==> config.mk <==
export PLATFORM = sky130hd
export DESIGN_NAME = tmqs_arith
export DESIGN_NICKNAME = d
export VERILOG_FILES = /design/src/sv/tmqs_pkg.sv /design/src/sv/tmqs_arith.sv
export SDC_FILE = /design/constraint.sdc
export NUM_CORES = 2
export LEC_CHECK = 0
export BUFFER_PORTS_ARGS = -buffer_cell sky130_fd_sc_hd__buf_2
export CORE_ASPECT_RATIO = 1.2
export CORE_MARGIN = 2
export CORE_UTILIZATION = 55
export CTS_BUF_LIST = sky130_fd_sc_hd__clkbuf_4 sky130_fd_sc_hd__clkbuf_8
export DETAILED_ROUTE_END_ITERATION = 8
export HOLD_SLACK_MARGIN = 0.05
export PLACE_DENSITY_LB_ADDON = 0.05
export RECOVER_POWER = 50
export SYNTH_ARGS = -nofsm -noshare
export SYNTH_HDL_FRONTEND = slang
export SYNTH_SLANG_ARGS = --single-unit
==> constraint.sdc <==
create_clock -name clk -period 9.95 [get_ports clk]
set_clock_uncertainty 0.2 [all_clocks]
set_input_delay 1.4925 -clock clk [delete_from_list [all_inputs] [get_ports clk]]
set_output_delay 1.4925 -clock clk [all_outputs]
set_load 0.02 [all_outputs]
==> src/sv/tmqs_pkg.sv <==
// ----------------------------------------------------------------------------
// tmqs_pkg
// Shared widths, unit commands and helpers for the mesh quality statistics.
// ----------------------------------------------------------------------------
`default_nettype none

package tmqs_pkg;

  localparam int COORD_W   = 32;
  localparam int DIFF_W    = 33;
  localparam int SIDE_W    = 33;
  localparam int RAD_W     = 34;
  localparam int SQ_W      = 66;
  localparam int DW        = 68;
  localparam int DIV_W     = 35;
  localparam int REM_W     = 38;
  localparam int TRI_W     = 24;
  localparam int CNT_BITS_DEF = 24;
  localparam int IN_W      = 192;
  localparam int OUT_W     = 232;

  typedef enum logic [1:0] {
    OP_MUL  = 2'd0,
    OP_SQRT = 2'd1,
    OP_DIV  = 2'd2
  } op_t;

  typedef struct packed {
    logic start;
    op_t  op;
  } cmd_t;

  typedef struct packed {
    logic busy;
    logic done;
  } stat_t;

  function automatic logic [DIFF_W-1:0] mag_of(input logic [DIFF_W-1:0] v);
    mag_of = v[DIFF_W-1] ? (~v + 1'b1) : v;
  endfunction

  // signed quotient from magnitude, saturated to the radius range
  function automatic logic [RAD_W-1:0] sat_rad(input logic neg, input logic [DW-1:0] q);
    logic [RAD_W-1:0] lo;
    lo = q[RAD_W-1:0];
    if (neg) begin
      sat_rad = (q > (DW'(1) << (RAD_W-1))) ? {1'b1, {(RAD_W-1){1'b0}}} : (~lo + 1'b1);
    end else begin
      sat_rad = (q > ((DW'(1) << (RAD_W-1)) - DW'(1))) ? {1'b0, {(RAD_W-1){1'b1}}} : lo;
    end
  endfunction

endpackage

`default_nettype wire

==> src/sv/tmqs_arith.sv <==
// ----------------------------------------------------------------------------
// tmqs_arith
// Shared unit: registered multiply, bit-serial square root (two radicand
// bits a step) and restoring division (one dividend bit a step).
// ----------------------------------------------------------------------------
`default_nettype none

module tmqs_arith (
  input  wire                          clk,
  input  wire                          rst,
  input  tmqs_pkg::cmd_t               cmd,
  input  wire [tmqs_pkg::DW-1:0]       src_in,
  input  wire [tmqs_pkg::DIV_W-1:0]    div_in,
  input  wire [tmqs_pkg::DIFF_W-1:0]   mul_a,
  input  wire [tmqs_pkg::DIFF_W-1:0]   mul_b,
  output tmqs_pkg::stat_t              stat,
  output logic [tmqs_pkg::DW-1:0]      result
);

  localparam int DW    = tmqs_pkg::DW;
  localparam int REM_W = tmqs_pkg::REM_W;

  tmqs_pkg::op_t                 op;
  logic [DW-1:0]                 src;
  logic [DW-1:0]                 acc;
  logic [REM_W-1:0]              rem;
  logic [tmqs_pkg::DIV_W-1:0]    dvs;
  logic [6:0]                    cnt;
  logic                          busy;
  logic                          done;

  logic                          is_sqrt;
  logic [REM_W-1:0]              shifted;
  logic [REM_W-1:0]              rhs;
  logic [REM_W-1:0]              diff;
  logic                          ge;
  logic [tmqs_pkg::SQ_W-1:0]     prod;

  assign is_sqrt = (op == tmqs_pkg::OP_SQRT);
  assign shifted = is_sqrt ? {rem[REM_W-3:0], src[DW-1 -: 2]} : {rem[REM_W-2:0], src[DW-1]};
  assign rhs     = is_sqrt ? {1'b0, acc[34:0], 2'b01} : REM_W'(dvs);
  assign ge      = (shifted >= rhs);
  assign diff    = shifted - rhs;
  assign prod    = mul_a * mul_b;

  always_ff @(posedge clk) begin
    if (rst) begin
      busy <= 1'b0;
      done <= 1'b0;
      cnt  <= '0;
      op   <= tmqs_pkg::OP_MUL;
    end else if (busy) begin
      rem  <= ge ? diff : shifted;
      acc  <= {acc[DW-2:0], ge};
      src  <= is_sqrt ? {src[DW-3:0], 2'b00} : {src[DW-2:0], 1'b0};
      cnt  <= cnt - 7'd1;
      done <= (cnt == 7'd1);
      if (cnt == 7'd1) begin
        busy <= 1'b0;
      end
    end else if (cmd.start) begin
      op   <= cmd.op;
      rem  <= '0;
      dvs  <= div_in;
      done <= (cmd.op == tmqs_pkg::OP_MUL);
      case (cmd.op)
        tmqs_pkg::OP_MUL: begin
          acc  <= DW'(prod);
        end
        tmqs_pkg::OP_SQRT: begin
          acc  <= '0;
          src  <= {src_in[DW-3:0], 2'b00};
          cnt  <= 7'd33;
          busy <= 1'b1;
        end
        default: begin
          acc  <= '0;
          src  <= src_in;
          cnt  <= 7'(DW);
          busy <= 1'b1;
        end
      endcase
    end else begin
      done <= 1'b0;
    end
  end

  assign stat.busy = busy;
  assign stat.done = done;
  assign result    = acc;

endmodule

`default_nettype wire

# Yosys cells after proc, flatten, opt, wreduce, memory -nomap -nowiden
# Index checks and enable logic that the tools add are counted.
[op_classes] addsub=2 mul=1 n_lt_le_gt_ge=1 n_eq_ne=4 n_mux=21 bitwise_logic=2 n_reduce_logical=7
[ops] operator="68-bit two-way mux" n=5
[ops] operator="37-bit two-way mux" n=4
[ops] operator="68-bit case mux with 2 select lines" n=1
[ops] operator="33-bit by 33-bit multiplier with 66-bit output" n=1
[ops] operator="66-bit two-way mux" n=1
[ops] operator="38-bit by 37-bit greater-or-equal comparator with 1-bit output" n=1
[ops] operator="38-bit two-way mux" n=1
[ops] operator="37-bit subtractor" n=1
[ops] operator="7-bit two-way mux" n=2
[ops] operator="7-bit case mux with 2 select lines" n=1
[ops] operator="7-bit by 1-bit == test with 1-bit output (second input constant)" n=1
[ops] operator="7-bit by 1-bit subtractor with 7-bit output (second input constant)" n=1
[ops] operator="1-bit two-way mux" n=6
[ops] operator="2-bit AND reduction" n=3
[ops] operator="3-bit AND reduction" n=2
[ops] operator="2-bit by 1-bit == test with 1-bit output (second input constant)" n=2
[ops] operator="2-bit zero test" n=1
[ops] operator="2-bit inequality test (second input constant)" n=1
[ops] operator="1-bit NOT" n=2
[ops] operator="2-bit nonzero test" n=1
[totals] reg_bits=219 input_bits=174 out_inout_bits=70

# Logic depth before layout (Yosys ltp)
[depth] ltp_word=5 mapped_depth=30 ltp_nobuf=28

# Least setup slack after synthesis
# No wires, ideal clock.
[synth_timing] path_type="in2reg" startpoint="input port mul_b[0] in the netlist's numbering" endpoint="register acc[65] (netlist: result[65]), data pin" t_arrival_ns=8.498 required_time_ns=9.614 path_slack_ns=1.117 cell_stages=28 cell_sequence="clkbuf_1 and2_1 fa_1 inv_1 fa_1 inv_1 fa_1 inv_1 fa_1 inv_1 fa_1 fa_1 fa_1 inv_1 fa_1 inv_1 ha_1 clkbuf_1 a21oi_1 o21ai_0 a211o_1 and3b_1 o21ai_0 a21oi_1 a311oi_1 o21ai_1 a2111o_1 nand3_1"
[synth_between] elab_chain_cells=4
[synth_rtl] item="from (decl)" line_no="tmqs_arith.sv:15" text="input wire [tmqs_pkg::DIFF_W-1:0] mul_b,"
[synth_rtl] item="33-bit by 33-bit multiplier with 66-bit output" line_no="tmqs_arith.sv:44" text="assign prod = mul_a * mul_b;"
[synth_rtl] item="66-bit two-way mux" line_no="tmqs_arith.sv:66" text="case (cmd.op)"
[synth_rtl] item="68-bit two-way mux" line_no="tmqs_arith.sv:61" text="end else if (cmd.start) begin"
[synth_rtl] item="68-bit two-way mux" line_no="tmqs_arith.sv:52" text="end else if (busy) begin"
[synth_rtl] item="to (signal assigned)" line_no="tmqs_arith.sv:54" text="acc <= {acc[DW-2:0], ge};"
[synth_rtl] item="to (signal assigned)" line_no="tmqs_arith.sv:68" text="acc <= DW'(prod);"
[synth_rtl] item="to (decl)" line_no="tmqs_arith.sv:25" text="logic [DW-1:0] acc;"
# Every way passes these cells. The select of a mux whose other input is x is not followed.
# A chain may end at the register's enable or synchronous reset.

# Final worst setup path
[layout_timing] startpoint="input port mul_b[9] in the netlist's numbering" endpoint="register acc[62] (netlist: result[62]), data pin"
# Same word-level chain as after synthesis.

==> results_dict.tcl <==
set metrics [dict create \
    outcome "complete, but fails checks" \
    violations "max-capacitance violations, max-slew violations" \
    hold_viol_final 0 \
    ys_ff_latch 219 \
    dr_total_vias 36378 \
    cts_buffers 30 \
    root_buffer "clkbuf_8" \
    gp_congestion 0.918 \
    min_period_ps 9340 \
    antenna_found_initial 5 \
    reg2reg_to "rem[16]$_SDFFCE_PN0P_" \
    synth_top_area_share_pct 39.7 \
    synth_top_flop_cell "edfxtp_1" \
    slowest_stage "buf_2" \
    synth_area_um2 48300 \
    setup_viol 0 \
    clock_latency_ps 640 \
    clock_sinks 219 \
    drc_errors 0 \
    rsz0062_at_grt "no" \
    post-cts-setup-buffer-count 0 \
    r2r-start "busy$_SDFF_PP0_" \
    synth_top_cell_by_area "fa_1" \
    synth_edf_count 208 \
    min_from "cnt[1]$_SDFFE_PP0P_" \
    endpoint_kind "flip-flop" \
    grt.overflow.total 0 \
    worst_slew_pin_slew_ps 4040 \
    core_area_um2 87400 \
    maxCapViolCount 9 \
    max_freq_ghz 0.107 \
    grt_max_degree 101 \
    via_per_inst 5.52 \
    dieArea_um2 90200 \
    yosys_warnings 0 \
    die_w_um 275 \
    fin_util_pct 58.6 \
    syn_inst 5347 \
    cts_hold_repair.buffers 0 \
    crit_chain "buf_2, nand2_1, fa_1, fa_1, fa_1, fa_1, inv_1, fa_1, fa_1, fa_1, inv_1, fa_1, inv_1, ha_1, nand3_1, nor2_1, o2111ai_1, o32ai_1, a21oi_1, a21oi_1, a41oi_1, o21ai_0, a211o_1, o211ai_1" \
    ant_nets 0 \
    yosys-top-cells-area "fa_1 (40%), edfxtp_1 (13%), inv_1 (8.3%)" \
    r2r_setup_slack_ps 1480 \
    area_delta_synth_final_pct 5.94 \
    place.port_buffers 243 \
    synth-seq-area-share_pct 13.4 \
    cts_tree "yes" \
    io_pins 244 \
    crit_type "in -> reg" \
    report.final.slew_viol_count 546 \
    hold_end "cnt[1]$_SDFFE_PP0P_" \
    dp_hpwl_um 107000 \
    routed_wl_um 135000 \
    slowest_delay_ps 700 \
    start_util_pct 55.3 \
    post_synth_num_cell_types 71 \
    syn_nets 6784 \
    crit_arrival_ps 9500 \
    dr.first_iter.drc_count 2304 \
    cp_max_fo 30 \
    die_height_um 329 \
    avgSynthCellArea_um2 9.03 \
    async_reset_ff_share_pct 0 \
    critPathLaunchType "primary input" \
    wl_per_cell_um 20.5 \
    htree_levels 1 \
    post-route-period-util_pct 93.9 \
    ctsResizeCount 0 \
    crit_family "adder cells" \
    hp-class "reg -> reg" \
    track_usage_pct 30.8 \
    clkTransAtPathRegs_ps 80 \
    core.rowCount 119 \
    cp_data_required_time_ps 10110 \
    finalNetCount 6846 \
    drive_gt1_share_pct 6.11 \
    max_slew_margin_pct -169 \
    holdWs_ps 314 \
    firstDrtPassIters 5 \
    path_common_cell "fa_1" \
    holdPathStages 2 \
    path_buf_inv 4 \
    worst_r2r_path_depth 4 \
    cts_buffer_depth 3 \
    grt_first_pass_wirelength_um 216000 \
    grt_pass1_vias 38614 \
]
## cell type report
class,count,area [um^2]
multi-input cells,3749,36700
clock buffers,41,514
flip-flops and latches,219,6470
clock inverters,13,191
fillers,8087,36200
diodes,7,17.5
inverters,1062,3990
well taps,1149,1440
repair buffers,347,1880
## worst register-to-register path: stages, from the launching register on
cell and delay (ps):
dfxtp_1 2060, clkbuf_1 2620, nor2_1 400, nor2_4 210, clkbuf_1 2460
## layout by cell type, fill, tap and decap left out, drive strengths merged, types with 7 or more instances in the layout
cell type     n
a21o         48
and3         12
diode         7
xor2         32
ha          304
o211ai       11
edfxtp      208
nand4        28
inv        1063
mux2i        66
o21ai       105
o31ai         9
nor3         28
nor2b       107
a31oi        73
nand2b       23
and2        559
clkbuf      119
a211oi       84
a21oi       110
fa          959
buf         269
dfxtp        11
xnor2        54
o21bai       17
nor4          9
a21boi        8
a22o          9
nand3        35
nand2       911
o21a         10
nor2         69
## cells by family after synthesis
logic type               after synthesis  synth area share, %
AO/OA/AOI/OAI                        532                 7.14
buffers and inverters               1379                 10.8
XOR/XNOR                              86                 1.56
flip-flops                           219                 13.4
AND/OR/NAND/NOR                     1801                 18.1
adder cells (fa/ha/maj)             1263                 47.6
multiplexers                          67                 1.39
## per-layer routing
metal	up-vias	GRT usage, %	wire length [um]
met5	-	0	0
met4	0	9.37	4470
met3	188	3.30	8570
met2	1208	51.5	64400
met1	18556	42.6	57400
li1	16426	-	-
## sequential cells by signal (all words and copies together), names as in the netlist
name / cells
rem: 37
cnt: 7
src: 68
op: 2
dvs: 35
busy: 1
done: 1
result: 68
## stage by stage
step                TNS (ps)  setup slack, ps  cell area, um^2  cells
CTS                        0              667            51300   6580
global route               0              194            51200   6584
floorplan                  0             1120            48300   5347
global placement           0              150            50600   6526
finish                     0              612            51200   6587
detailed placement     -4.57            -4.57            50600   6526
## cell usage after synthesis, types with 35 or more instances
library cell	n
and2_1	558
nor2b_1	107
a21oi_1	110
a211oi_1	84
a31oi_1	73
mux2i_1	66
nand3_1	35
nand2_1	911
fa_1	959
inv_1	1062
o21ai_0	104
a21o_1	48
clkbuf_1	301
ha_1	304
xnor2_1	54
nor2_1	69
edfxtp_1	208
## worst max-delay path by stage
stage | cells after the start | startpoint | slack [ps] | to
global placement | 28 | mul_b[9] | 150 | result[62]$_DFFE_PP_
finish | 24 | mul_b[9] | 610 | result[62]$_DFFE_PP_
CTS | 24 | mul_b[9] | 670 | result[62]$_DFFE_PP_
floorplan | 28 | mul_b[0] | 1120 | result[65]$_DFFE_PP_
detailed placement | 24 | mul_b[9] | -5 | result[62]$_DFFE_PP_
global route | 24 | mul_b[9] | 190 | result[62]$_DFFE_PP_
Power is not shown: default switching activity piles up to over one toggle a cycle in this logic, so the estimate is an artifact.
